File: config.mk
export PLATFORM = sky130hd
export DESIGN_NAME = rcs_datapath
export DESIGN_NICKNAME = d
export VERILOG_FILES = /design/src/hw/rtl/rcs_pkg.sv /design/src/hw/rtl/rcs_datapath.sv
export VERILOG_INCLUDE_DIRS = /design/src /design/src/hw/rtl
export SDC_FILE = /design/constraint.sdc
export NUM_CORES = 2
export LEC_CHECK = 0
export BUFFER_PORTS_ARGS = -buffer_cell sky130_fd_sc_hd__buf_4
export CAP_MARGIN = 5
export CORE_MARGIN = 2
export CORE_UTILIZATION = 60
export CTS_BUF_LIST = sky130_fd_sc_hd__clkbuf_4 sky130_fd_sc_hd__clkbuf_8
export DETAILED_ROUTE_END_ITERATION = 8
export GPL_TIMING_DRIVEN = 0
export PLACE_DENSITY_LB_ADDON = 0.05
export SYNTH_ARGS = -nofsm -noshare
export SYNTH_HDL_FRONTEND = slang
export SYNTH_SLANG_ARGS = --single-unit
export TNS_END_PERCENT = 20
File: constraint.sdc
create_clock -name clk -period 5.9 [get_ports clk]
set_input_delay 0.885 -clock clk [delete_from_list [all_inputs] [get_ports clk]]
set_output_delay 0.885 -clock clk [all_outputs]
set_load 0.01 [all_outputs]
File: src/hw/rtl/response_container_segmenter_assert.svh
// Assertion macros used by the segmenter datapath (rcs_datapath).
// Relies on clk and rst_n being visible in the module that includes it.
`ifndef RESPONSE_CONTAINER_SEGMENTER_ASSERT_SVH
`define RESPONSE_CONTAINER_SEGMENTER_ASSERT_SVH

// Consequent checked in the same cycle as the antecedent.
`define RCS_ASSERT_SAME(label, ante, cons, msg) \
    label: assert property (@(posedge clk) disable iff (!rst_n) (ante) |-> (cons)) \
        else $error(msg);

// Consequent checked in the cycle after the antecedent.
`define RCS_ASSERT_NEXT(label, ante, cons, msg) \
    label: assert property (@(posedge clk) disable iff (!rst_n) (ante) |=> (cons)) \
        else $error(msg);

`endif

File: src/hw/rtl/rcs_pkg.sv
// Types and constants shared by the response container segmenter.
// No dependencies; used by rcs_ctrl, rcs_datapath and the top level.
package rcs_pkg;

    localparam int FIRST_HDR_BYTES = 6;
    localparam int LATER_HDR_BYTES = 4;

    // Register indexes on the configuration port.
    localparam logic [1:0] REG_LINK_MTU   = 2'd0;
    localparam logic [1:0] REG_FIRST_TYPE = 2'd1;
    localparam logic [1:0] REG_LATER_TYPE = 2'd2;

    localparam logic [7:0] MTU_RESET        = 8'd23;
    localparam logic [1:0] FIRST_TYPE_RESET = 2'd0;
    localparam logic [1:0] LATER_TYPE_RESET = 2'd1;

    typedef struct packed {
        logic [7:0] link_mtu;
        logic [1:0] first_type_code;
        logic [1:0] later_type_code;
    } cfg_t;

    typedef struct packed {
        logic accept;
        logic drain_run;
        logic finish;
    } cmd_t;

    typedef struct packed {
        logic emit_req;
        logic drain_done;
    } status_t;

    typedef enum logic {
        ST_FILL,
        ST_DRAIN
    } state_t;

endpackage

File: src/hw/rtl/rcs_datapath.sv
// Datapath of the segmenter: container buffer, header state, byte sequencer
// and word assembly with the output register. Depends on rcs_pkg and the assertion header.
`include "response_container_segmenter_assert.svh"

module rcs_datapath #(
    parameter int LINK_OVERHEAD = 3,
    parameter int BUFFER_BYTES  = 252
) (
    input  logic             clk,
    input  logic             rst_n,
    input  rcs_pkg::cfg_t    cfg,
    input  rcs_pkg::cmd_t    cmd,
    output rcs_pkg::status_t status,
    input  logic [7:0]       payload_byte,
    input  logic             message_start,
    input  logic             message_end,
    input  logic [7:0]       transaction_tag,
    input  logic [15:0]      message_length,
    output logic             word_valid,
    input  logic             word_stall,
    output logic [7:0]       out_byte0,
    output logic [7:0]       out_byte1,
    output logic [7:0]       out_byte2,
    output logic [7:0]       out_byte3,
    output logic [2:0]       valid_count,
    output logic             container_last
);
    import rcs_pkg::*;

    localparam int FILL_W = $clog2(BUFFER_BYTES + 1);
    localparam int ADDR_W = $clog2(BUFFER_BYTES);
    localparam int TOT_W  = $clog2(BUFFER_BYTES + FIRST_HDR_BYTES + 1);
    localparam int CMP_W  = 10;

    localparam logic [2:0] HB_TAG      = 3'd0;
    localparam logic [2:0] HB_SEQ      = 3'd1;
    localparam logic [2:0] HB_TYPE     = 3'd2;
    localparam logic [2:0] HB_LEN_LO   = 3'd3;
    localparam logic [2:0] HB_LEN_HI   = 3'd4;
    localparam logic [2:0] HB_PAY_LEN  = 3'd5;

    logic [7:0]        buffer_mem [BUFFER_BYTES];
    logic [7:0]        rd_data_reg;

    logic [FILL_W-1:0] fill_reg, fill_next;
    logic [7:0]        seq_reg, seq_next;
    logic              first_done_reg, first_done_next;
    logic [7:0]        tag_reg, tag_next;
    logic [15:0]       len_reg, len_next;
    logic [TOT_W-1:0]  idx_reg, idx_next;

    logic              p_vld_reg, p_vld_next;
    logic              p_hdr_reg;
    logic [7:0]        p_hbyte_reg;
    logic              p_last_reg;

    logic [1:0]        w_cnt_reg, w_cnt_next;
    logic [7:0]        w_byte_reg [4];

    logic              ov_reg, ov_next;
    logic [7:0]        ob_reg [4];
    logic [2:0]        ocnt_reg;
    logic              olast_reg;

    // Accept path.
    logic [FILL_W-1:0] fill_base;
    logic [FILL_W-1:0] fill_new;
    logic              room;
    logic              first_new;
    logic [CMP_W-1:0]  hdr_w, mtu_x, size_w, cap_w;
    logic              emit_now;

    // Drain path.
    logic [2:0]        hdr_cur;
    logic [TOT_W-1:0]  total;
    logic [TOT_W-1:0]  rd_off;
    logic              is_hdr;
    logic              issue;
    logic              mem_re;
    logic [7:0]        hbyte;
    logic [1:0]        type_cur;
    logic [7:0]        fill_byte;
    logic [7:0]        cur_byte;
    logic              complete;
    logic              advance;
    logic              load_out;
    logic [7:0]        ob_next [4];
    logic              drain_end;

    // ---------------- accept ----------------
    always_comb
    begin
        fill_base = message_start ? '0 : fill_reg;
        room      = fill_base < FILL_W'(BUFFER_BYTES);
        fill_new  = room ? fill_base + FILL_W'(1) : fill_base;
        first_new = message_start ? 1'b0 : first_done_reg;
        hdr_w     = first_new ? CMP_W'(LATER_HDR_BYTES) : CMP_W'(FIRST_HDR_BYTES);
        mtu_x     = CMP_W'(cfg.link_mtu);
        // Container size clamped to at least one payload byte and to the buffer.
        if (mtu_x < CMP_W'(LINK_OVERHEAD) + hdr_w + CMP_W'(1))
        begin
            size_w = hdr_w + CMP_W'(1);
        end
        else if (mtu_x - CMP_W'(LINK_OVERHEAD) > CMP_W'(BUFFER_BYTES))
        begin
            size_w = CMP_W'(BUFFER_BYTES);
        end
        else
        begin
            size_w = mtu_x - CMP_W'(LINK_OVERHEAD);
        end
        cap_w = size_w - hdr_w;
        emit_now = message_end || (CMP_W'(fill_new) >= cap_w);
    end

    always_comb
    begin
        fill_next       = fill_reg;
        seq_next        = seq_reg;
        first_done_next = first_done_reg;
        tag_next        = tag_reg;
        len_next        = len_reg;
        if (cmd.accept)
        begin
            fill_next = fill_new;
            if (message_start)
            begin
                tag_next        = transaction_tag;
                len_next        = message_length;
                seq_next        = '0;
                first_done_next = 1'b0;
            end
        end
        else if (cmd.finish)
        begin
            fill_next       = '0;
            seq_next        = seq_reg + 8'd1;
            first_done_next = 1'b1;
        end
    end

    // ---------------- drain: byte issue ----------------
    always_comb
    begin
        hdr_cur   = first_done_reg ? 3'(LATER_HDR_BYTES) : 3'(FIRST_HDR_BYTES);
        total     = TOT_W'(hdr_cur) + TOT_W'(fill_reg);
        rd_off    = idx_reg - TOT_W'(hdr_cur);
        is_hdr    = idx_reg < TOT_W'(hdr_cur);
        type_cur  = first_done_reg ? cfg.later_type_code : cfg.first_type_code;
        fill_byte = 8'(fill_reg);
        case (idx_reg[2:0])
            HB_TAG:     hbyte = tag_reg;
            HB_SEQ:     hbyte = seq_reg;
            HB_TYPE:    hbyte = {type_cur, 6'd0};
            HB_LEN_LO:  hbyte = first_done_reg ? fill_byte : len_reg[7:0];
            HB_LEN_HI:  hbyte = len_reg[15:8];
            HB_PAY_LEN: hbyte = fill_byte;
            default:    hbyte = 8'd0;
        endcase
    end

    // ---------------- drain: word assembly ----------------
    always_comb
    begin
        cur_byte = p_hdr_reg ? p_hbyte_reg : rd_data_reg;
        complete = p_vld_reg && ((w_cnt_reg == 2'd3) || p_last_reg);
        // The sequencer freezes while a finished word waits for the output register.
        advance  = !(complete && ov_reg && word_stall);
        load_out = complete && advance;
        issue    = cmd.drain_run && advance && (idx_reg != total);
        mem_re   = issue && !is_hdr;
        for (int j = 0; j < 4; j++)
        begin
            if (2'(j) < w_cnt_reg)
            begin
                ob_next[j] = w_byte_reg[j];
            end
            else if (2'(j) == w_cnt_reg)
            begin
                ob_next[j] = cur_byte;
            end
            else
            begin
                ob_next[j] = 8'd0;
            end
        end
    end

    always_comb
    begin
        idx_next   = idx_reg;
        p_vld_next = p_vld_reg;
        w_cnt_next = w_cnt_reg;
        ov_next    = ov_reg;
        if (cmd.finish)
        begin
            idx_next = '0;
        end
        else if (issue)
        begin
            idx_next = idx_reg + TOT_W'(1);
        end
        if (advance)
        begin
            p_vld_next = issue;
        end
        if (p_vld_reg && advance)
        begin
            w_cnt_next = complete ? 2'd0 : w_cnt_reg + 2'd1;
        end
        if (load_out)
        begin
            ov_next = 1'b1;
        end
        else if (!word_stall)
        begin
            ov_next = 1'b0;
        end
        drain_end = cmd.drain_run && (idx_reg == total) && !p_vld_reg;
    end

    assign status = '{emit_now, drain_end};

    always_ff @(posedge clk or negedge rst_n)
    begin
        if (!rst_n)
        begin
            fill_reg       <= '0;
            seq_reg        <= '0;
            first_done_reg <= 1'b0;
            tag_reg        <= '0;
            len_reg        <= '0;
            idx_reg        <= '0;
            p_vld_reg      <= 1'b0;
            w_cnt_reg      <= '0;
            ov_reg         <= 1'b0;
        end
        else
        begin
            fill_reg       <= fill_next;
            seq_reg        <= seq_next;
            first_done_reg <= first_done_next;
            tag_reg        <= tag_next;
            len_reg        <= len_next;
            idx_reg        <= idx_next;
            p_vld_reg      <= p_vld_next;
            w_cnt_reg      <= w_cnt_next;
            ov_reg         <= ov_next;
        end
    end

    // Container buffer: one write port at accept, one registered read port.
    always_ff @(posedge clk)
    begin
        if (cmd.accept && room)
        begin
            buffer_mem[fill_base[ADDR_W-1:0]] <= payload_byte;
        end
        if (mem_re)
        begin
            rd_data_reg <= buffer_mem[rd_off[ADDR_W-1:0]];
        end
    end

    always_ff @(posedge clk)
    begin
        if (advance)
        begin
            p_hdr_reg   <= is_hdr;
            p_hbyte_reg <= hbyte;
            p_last_reg  <= (idx_reg == total - TOT_W'(1));
        end
        if (p_vld_reg && advance)
        begin
            w_byte_reg[w_cnt_reg] <= cur_byte;
        end
        if (load_out)
        begin
            ob_reg    <= ob_next;
            ocnt_reg  <= {1'b0, w_cnt_reg} + 3'd1;
            olast_reg <= p_last_reg;
        end
    end

    assign word_valid     = ov_reg;
    assign out_byte0      = ob_reg[0];
    assign out_byte1      = ob_reg[1];
    assign out_byte2      = ob_reg[2];
    assign out_byte3      = ob_reg[3];
    assign valid_count    = ocnt_reg;
    assign container_last = olast_reg;

    `RCS_ASSERT_NEXT(a_stall_holds_read, p_vld_reg && !advance && !p_hdr_reg,
        p_vld_reg && $stable(rd_data_reg), "buffer read data lost while stalled")
    `RCS_ASSERT_SAME(a_load_when_free, load_out, !ov_reg || !word_stall,
        "word loaded over one not yet taken")
    `RCS_ASSERT_SAME(a_drain_not_empty, $rose(cmd.drain_run), fill_reg != '0,
        "container drain started with an empty buffer")

endmodule

## Yosys cells after proc, flatten, opt, wreduce, memory -nomap -nowiden

Memory sizes are Yosys's and may differ from the RTL's. A register that Yosys moved wholly into a read port is not among the register bits.
Index checks and enable logic that the tools add are counted.

| cells by class | value |
|---|---|
| equality and inequality tests | 14 |
| divide/modulo/power cells | 0 |
| multiply operators | 0 |
| muxes and demuxes | 33 |
| $lt $le $gt $ge | 8 |
| bitwise operators | 0 |
| reduce and logical (&&, ||, !) cells | 21 |
| shifts and indexed selects | 0 |
| add/subtract/negate cells | 13 |

Operator list:

| cell | number |
|---|---|
| two-way mux 8 bit | 15 |
| case mux 8 bit (6 select lines) | 1 |
| two-way mux 10 bit | 2 |
| == test 9 bit | 2 |
| two-way mux 9 bit | 2 |
| adder 8 x 1 -> 8 bit (second input constant) | 2 |
| logical AND 1 bit | 11 |
| >= comparator 8 x 10 -> 1 bit | 1 |
| > comparator 10 x 8 -> 1 bit (second input constant) | 1 |
| subtractor 10 x 3 -> 10 bit | 1 |
| adder 3 x 8 -> 9 bit | 1 |
| adder 9 x 1 -> 9 bit (second input constant) | 1 |
| less-than comparator 9 x 3 -> 1 bit | 1 |
| two-way mux 1 bit | 9 |
| != test 9 bit | 1 |
| subtractor 8 x 2 -> 9 bit (second input constant) | 1 |
| subtractor 9 x 1 -> 9 bit (second input constant) | 1 |
| less-than comparator 8 x 5 -> 1 bit | 1 |
| less-than comparator 8 bit (second input constant) | 1 |
| two-way mux 2 bit | 4 |
| subtractor 8 x 3 -> 8 bit | 1 |
| == test 3 x 2 -> 1 bit (second input constant) | 2 |
| == test 3 bit (second input constant) | 2 |
| adder 4 x 1 -> 5 bit (second input constant) | 1 |
| 16 further kinds | 24 |

| word-level totals | value |
|---|---|
| bits in registers | 92 |
| word-level logic and storage cells | 108 |
| memories kept | 2 |
| memory bits (writable) | 2048 |
| bits in latches | 0 |
| input port bits | 52 |
| bits in read-only memories | 0 |

Memory list:

| memory | words | bits a word | rd ports | clocked after memory_dff | write ports | line | text |
|---|---|---|---|---|---|---|---|
| buffer_mem | 252 | 8 | 1 | 1 | 1 | rcs_datapath.sv:42 | `logic [7:0] buffer_mem [BUFFER_BYTES];` |
| w_byte_reg | 4 | 8 | 4 | 1 | 1 | rcs_datapath.sv:58 | `logic [7:0] w_byte_reg [4];` |

## Longest topological paths before layout

| logic depth | value |
|---|---|
| depth in word-level cells | 10 |
| depth in mapped cells | 19 |
| gate-level depth less buffers | 17 |

## Worst setup path before layout

OpenSTA, ideal clock, no wires.

| timing path | value |
|---|---|
| path kind | input to output |
| start point | input port cfg[6] (netlist name) |
| end point | output port status[1] (netlist name) |
| stages on the path | 19 |
| path buffers | 2 |
| required time | 5.015 ns |
| setup slack | 1.113 ns |
| data arrival time | 3.902 ns |
| cells stage by stage | clkbuf_1 a21oi_1 nand2b_1 nor2_1 mux2i_1 or3_1 o21ai_0 o22a_1 ha_1 inv_1 ha_1 inv_1 ha_1 a21o_1 a211oi_1 o21ai_0 o211ai_1 a22oi_1 buf_4 |

| on the way | value |
|---|---|
| word-level cells in the longest chain between the ends | 7 |
| elaborated cells on any way between the ends | 8 |
| classes of those cells | 2 x add/sub; 3 x order compare; 2 x mux; 1 x reduce/logical |

Ends and longest elaborated chain:

| what | line | text |
|---|---|---|
| from (decl) | rcs_datapath.sv:11 | `input rcs_pkg::cfg_t cfg,` |
| subtractor 8 x 2 -> 9 bit | rcs_datapath.sv:104, rcs_datapath.sv:110 |  |
| > comparator 10 x 8 -> 1 bit | rcs_datapath.sv:104 | `else if (mtu_x - CMP_W'(LINK_OVERHEAD) > CMP_W'(BUFFER_BYTES))` |
| two-way mux 10 bit | rcs_datapath.sv:104 |  |
| two-way mux 10 bit * | rcs_datapath.sv:100 | `if (mtu_x < CMP_W'(LINK_OVERHEAD) + hdr_w + CMP_W'(1))` |
| subtractor 10 x 3 -> 10 bit * | rcs_datapath.sv:112 | `cap_w = size_w - hdr_w;` |
| >= comparator 8 x 10 -> 1 bit * | rcs_datapath.sv:113 | `emit_now = message_end \|\| (CMP_W'(fill_new) >= cap_w);` |
| logical OR 1 bit * | rcs_datapath.sv:113 |  |
| to (decl) | rcs_datapath.sv:13 | `output rcs_pkg::status_t status,` |

Mark *: on every way between the ends. The rest lies on a longest branch, timed or not.

## Worst setup path in the final report

| timing path | value |
|---|---|
| start point | register idx_reg[1] |
| end point | register rd_data_reg[3], read port of buffer_mem (data pin) |

| on the way | value |
|---|---|
| word-level cells in the longest chain between the ends | 3 |
| elaborated cells on any way between the ends | 6 |
| classes of those cells | 1 x add/sub; 1 x order compare; 1 x eq/ne; 3 x reduce/logical |

Ends and longest elaborated chain:

| what | line | text |
|---|---|---|
| from (decl) | rcs_datapath.sv:50 | `logic [TOT_W-1:0] idx_reg, idx_next;` |
| from (signal assigned) | rcs_datapath.sv:245 | `idx_reg <= idx_next;` |
| less-than comparator 9 x 3 -> 1 bit / != test 9 bit (equally long branches) | rcs_datapath.sv:148, rcs_datapath.sv:170 |  |
| zero test 1 bit / logical AND 1 bit (equally long branches) | rcs_datapath.sv:171, rcs_datapath.sv:170 |  |
| logical AND 1 bit | rcs_datapath.sv:171 | `mem_re = issue && !is_hdr;` |
| to (decl) | rcs_datapath.sv:43 | `logic [7:0] rd_data_reg;` |

Parallel ways exist; a longest one is shown, timed or not.
A chain may end at the register's enable or synchronous reset.

==> results.cfg <==
[layout]
fin_nets = 4710
largest_reg_flops = 2016
drive_gt1_frac = 0.296
final_util = 0.677
area_delta_synth_final_pct = 11.9

[route]
drt.antenna.violating_nets = 0
wirelength_microns = 293000
via_per_inst = 7.17
drt_iter0_markers = 8983
drc = 0
wl_per_cell_microns = 43.3
vias = 48600
dr.pass1.iters = 8

[worst_hold_path]
min_path_cells = 2
holdPathEnd = tag_reg[4]$_DFFE_PN0P_
hold_class = in2reg
hp-start = transaction_tag[4]

[yosys]
postSynth.asyncResetShare = 0.0251
avgSynthCellArea_sq_um = 20.6
yosysTopAreaCellShare = 0.734
synthCells = 4160
yosysMostFrequentCell = edfxtp_1
synth-seq-cells = 2148
seq_area_frac_synth = 0.750
syn_nets = 4243
synth_area_sq_mm = 0.0857
synth_edf_count = 2094
synth_top_area_cell = edfxtp_1
synthTopCellsByArea = edfxtp_1 73%, mux4_2 15%, dfrtp_1 1.6%
synth_common_cells = 2094 x edfxtp_1, 568 x mux4_2, 322 x nor2_1, 158 x nand2_1, 103 x clkbuf_1
ys.flop_type = edfxtp_1
synth_cell_types = 84
ys.warnings.count = 0

[clocking]
cts_tree = built
clock-sinks = 2148
post_cts.repair.setup_buffers = 0
clk_latency_ns = 1.04
clk_pin_slew_worst_paths_ns = 0.07
cts-root-buf = clkbuf_8
cts_buffer_depth = 4
htree_levels = 5
cts_buffers = 352

[critical_path]
reg2reg_slack_ns = -0.28
critPathRequiredTime_ns = 6.62
worst-r2r-cell-count = 12
path_class = reg2reg
r2r-start = idx_reg[1]$_DFFE_PN0P_
reg2reg_to = rd_data_reg[3]$_DFFE_PP_
crit_path_end_kind = register
path_max_fanout = 11
arrival_ns = 6.91
start_kind = register

[sta]
rsz0062_at_grt = true
tns_ns = -0.655
maxClockFrequency_ghz = 0.162
slew_violations = 38
worst_pin_slew_ns = 1.60
layout_min_cycle_time_ns = 6.18
setup_violations = 4
finalHoldViolCount = 0
fin_ws_ns = -0.284
skew_ns = 0.0608
max_slew_margin = -0.0725
fin_crit_sh = 1.05

[power]
sw_frac_of_total = 0.297
power.leakage_nw = 30.7
p_total_w = 0.0369
p_comb_frac = 0.201
p_int_w = 0.0259
p_switching_w = 0.0109
ir_drop_v = 0.000324
power.share.sequential = 0.464
p_per_area_mw_per_mm2 = 384
p_clk_frac = 0.335

[grt]
grt_max_degree = 171
grt_pass1_vias = 45600
grt_overflow_total = 0
antenna_found_initial = 18
grt_pass1_wl_microns = 392000
track_usage = 0.407

[placed_design]
place_hpwl_microns = 188000
globalplace.congestion = 1.02
io_buffers = 86

[die]
initial_utilization = 0.605
die_w_microns = 382
io_pins = 91
die-area_sq_mm = 0.146
core_sq_mm = 0.142
placementRows = 138
die_y_microns = 382

[outcome]
violations = capacitance limit, slew limit, setup timing
status = finished with violations

[flow_run]
maxCapViolCount = 4
==> cells by family after synthesis <==
family	after synthesis	synth area share
xor+xnor	34	0.00404
compound gates	281	0.0221
simple gates	690	0.0366
buf+inv	279	0.0174
flops	2148	0.750
mux	697	0.166
fa+ha+maj	31	0.00453
==> critical path, cell delays in order, from the launching register on <==
cell      delay, ns
dfrtp_1        0.49
inv_1          0.14
ha_1           0.37
buf_4          0.33
buf_4          0.48
buf_4          0.58
clkbuf_4       0.52
buf_4          0.50
mux2i_1        0.31
a211oi_2       0.56
a211oi_1       0.20
nor4_4         0.70
o2111a_1       0.67
==> placed cells by master (no fill, tap or decap), types with 16 or more instances in the layout <==
master / Yosys / final
inv_1: 31 / 31
o21ai_0: 76 / 76
mux2_2: 47 / 47
buf_6: 23 / 24
edfxtp_1: 2094 / 2094
nor3_1: 25 / 25
mux4_2: 568 / 568
nor2_1: 322 / 322
a211oi_1: 17 / 16
o22ai_1: 25 / 25
clkinv_2: 0 / 37
xnor2_1: 17 / 16
clkbuf_1: 103 / 78
clkinv_1: 0 / 81
clkbuf_4: 0 / 101
and3_1: 19 / 19
a21oi_1: 43 / 42
buf_8: 0 / 17
nand2_1: 158 / 158
clkbuf_2: 0 / 24
dfrtp_1: 54 / 54
buf_2: 65 / 64
ha_1: 31 / 31
diode_2: 0 / 21
nor2b_1: 29 / 29
nand2b_1: 19 / 19
clkbuf_8: 0 / 362
nand3_1: 40 / 40
buf_4: 50 / 134
mux2i_1: 77 / 77
nand4_1: 17 / 17
==> how the worst max path moves through the flow <==
stage,from,endpoint,slack (ns),depth (start not counted)
global placement,idx_reg[1]$_DFFE_PN0P_,rd_data_reg[3]$_DFFE_PP_,-1.86,12
detailed placement,idx_reg[1]$_DFFE_PN0P_,rd_data_reg[3]$_DFFE_PP_,-0.97,12
global route,idx_reg[1]$_DFFE_PN0P_,rd_data_reg[3]$_DFFE_PP_,-0.03,12
finish,idx_reg[1]$_DFFE_PN0P_,rd_data_reg[3]$_DFFE_PP_,-0.28,12
CTS,idx_reg[1]$_DFFE_PN0P_,rd_data_reg[5]$_DFFE_PP_,0.01,12
floorplan,cfg[6],status[1],1.11,19
==> cell type report <==
cell class | instances | area (sq um)
Multi-Input combinational cell | 1733 | 20100
Clock buffer | 460 | 5720
Clock inverter | 128 | 677
Antenna cell | 21 | 52.6
Buffer | 247 | 1430
Sequential cell | 2148 | 64200
Fill cell | 9328 | 45700
Tap cell | 1890 | 2360
Timing Repair Buffer | 113 | 1220
Inverter | 32 | 120
==> stage by stage <==
step	area, sq um	instances	setup WS [ns]	hold slack, ns
after floorplan	85700	4160	1.11	0.445
after global placement	88700	6136	-1.86	0.468
after detailed placement	89300	6159	-0.973	0.469
after CTS	95800	6748	0.0112	0.0514
after global routing	95800	6753	-0.0278	0.0915
final	95900	6772	-0.284	0.110
==> repair_timing <==
action,CTS,global route
endpoints found under the setup margin,5,4
hold buffers,1,0
gates resized for setup,12,8
endpoints found under the hold margin,54,0
==> routing by layer <==
metal | part of all wire | vias up | GRT usage
met5 | 0.00016 | - | 0
met4 | 0.063 | 8 | 0.212
met3 | 0.14 | 837 | 0.131
met2 | 0.45 | 4199 | 0.595
met1 | 0.35 | 25400 | 0.555
li1 | - | 18200 | -
==> power groups by stage <==
stage	Sequential (W)	Clock, W	Combinational [W]
floorplan	0.0174	0	0.00346
global placement	0.0174	0	0.00704
detailed placement	0.0174	0	0.00714
CTS	0.0171	0.0123	0.00717
global route	0.0171	0.0129	0.00737
finish	0.0171	0.0124	0.00741
No activity file was read; power rests on OpenSTA's default activity.
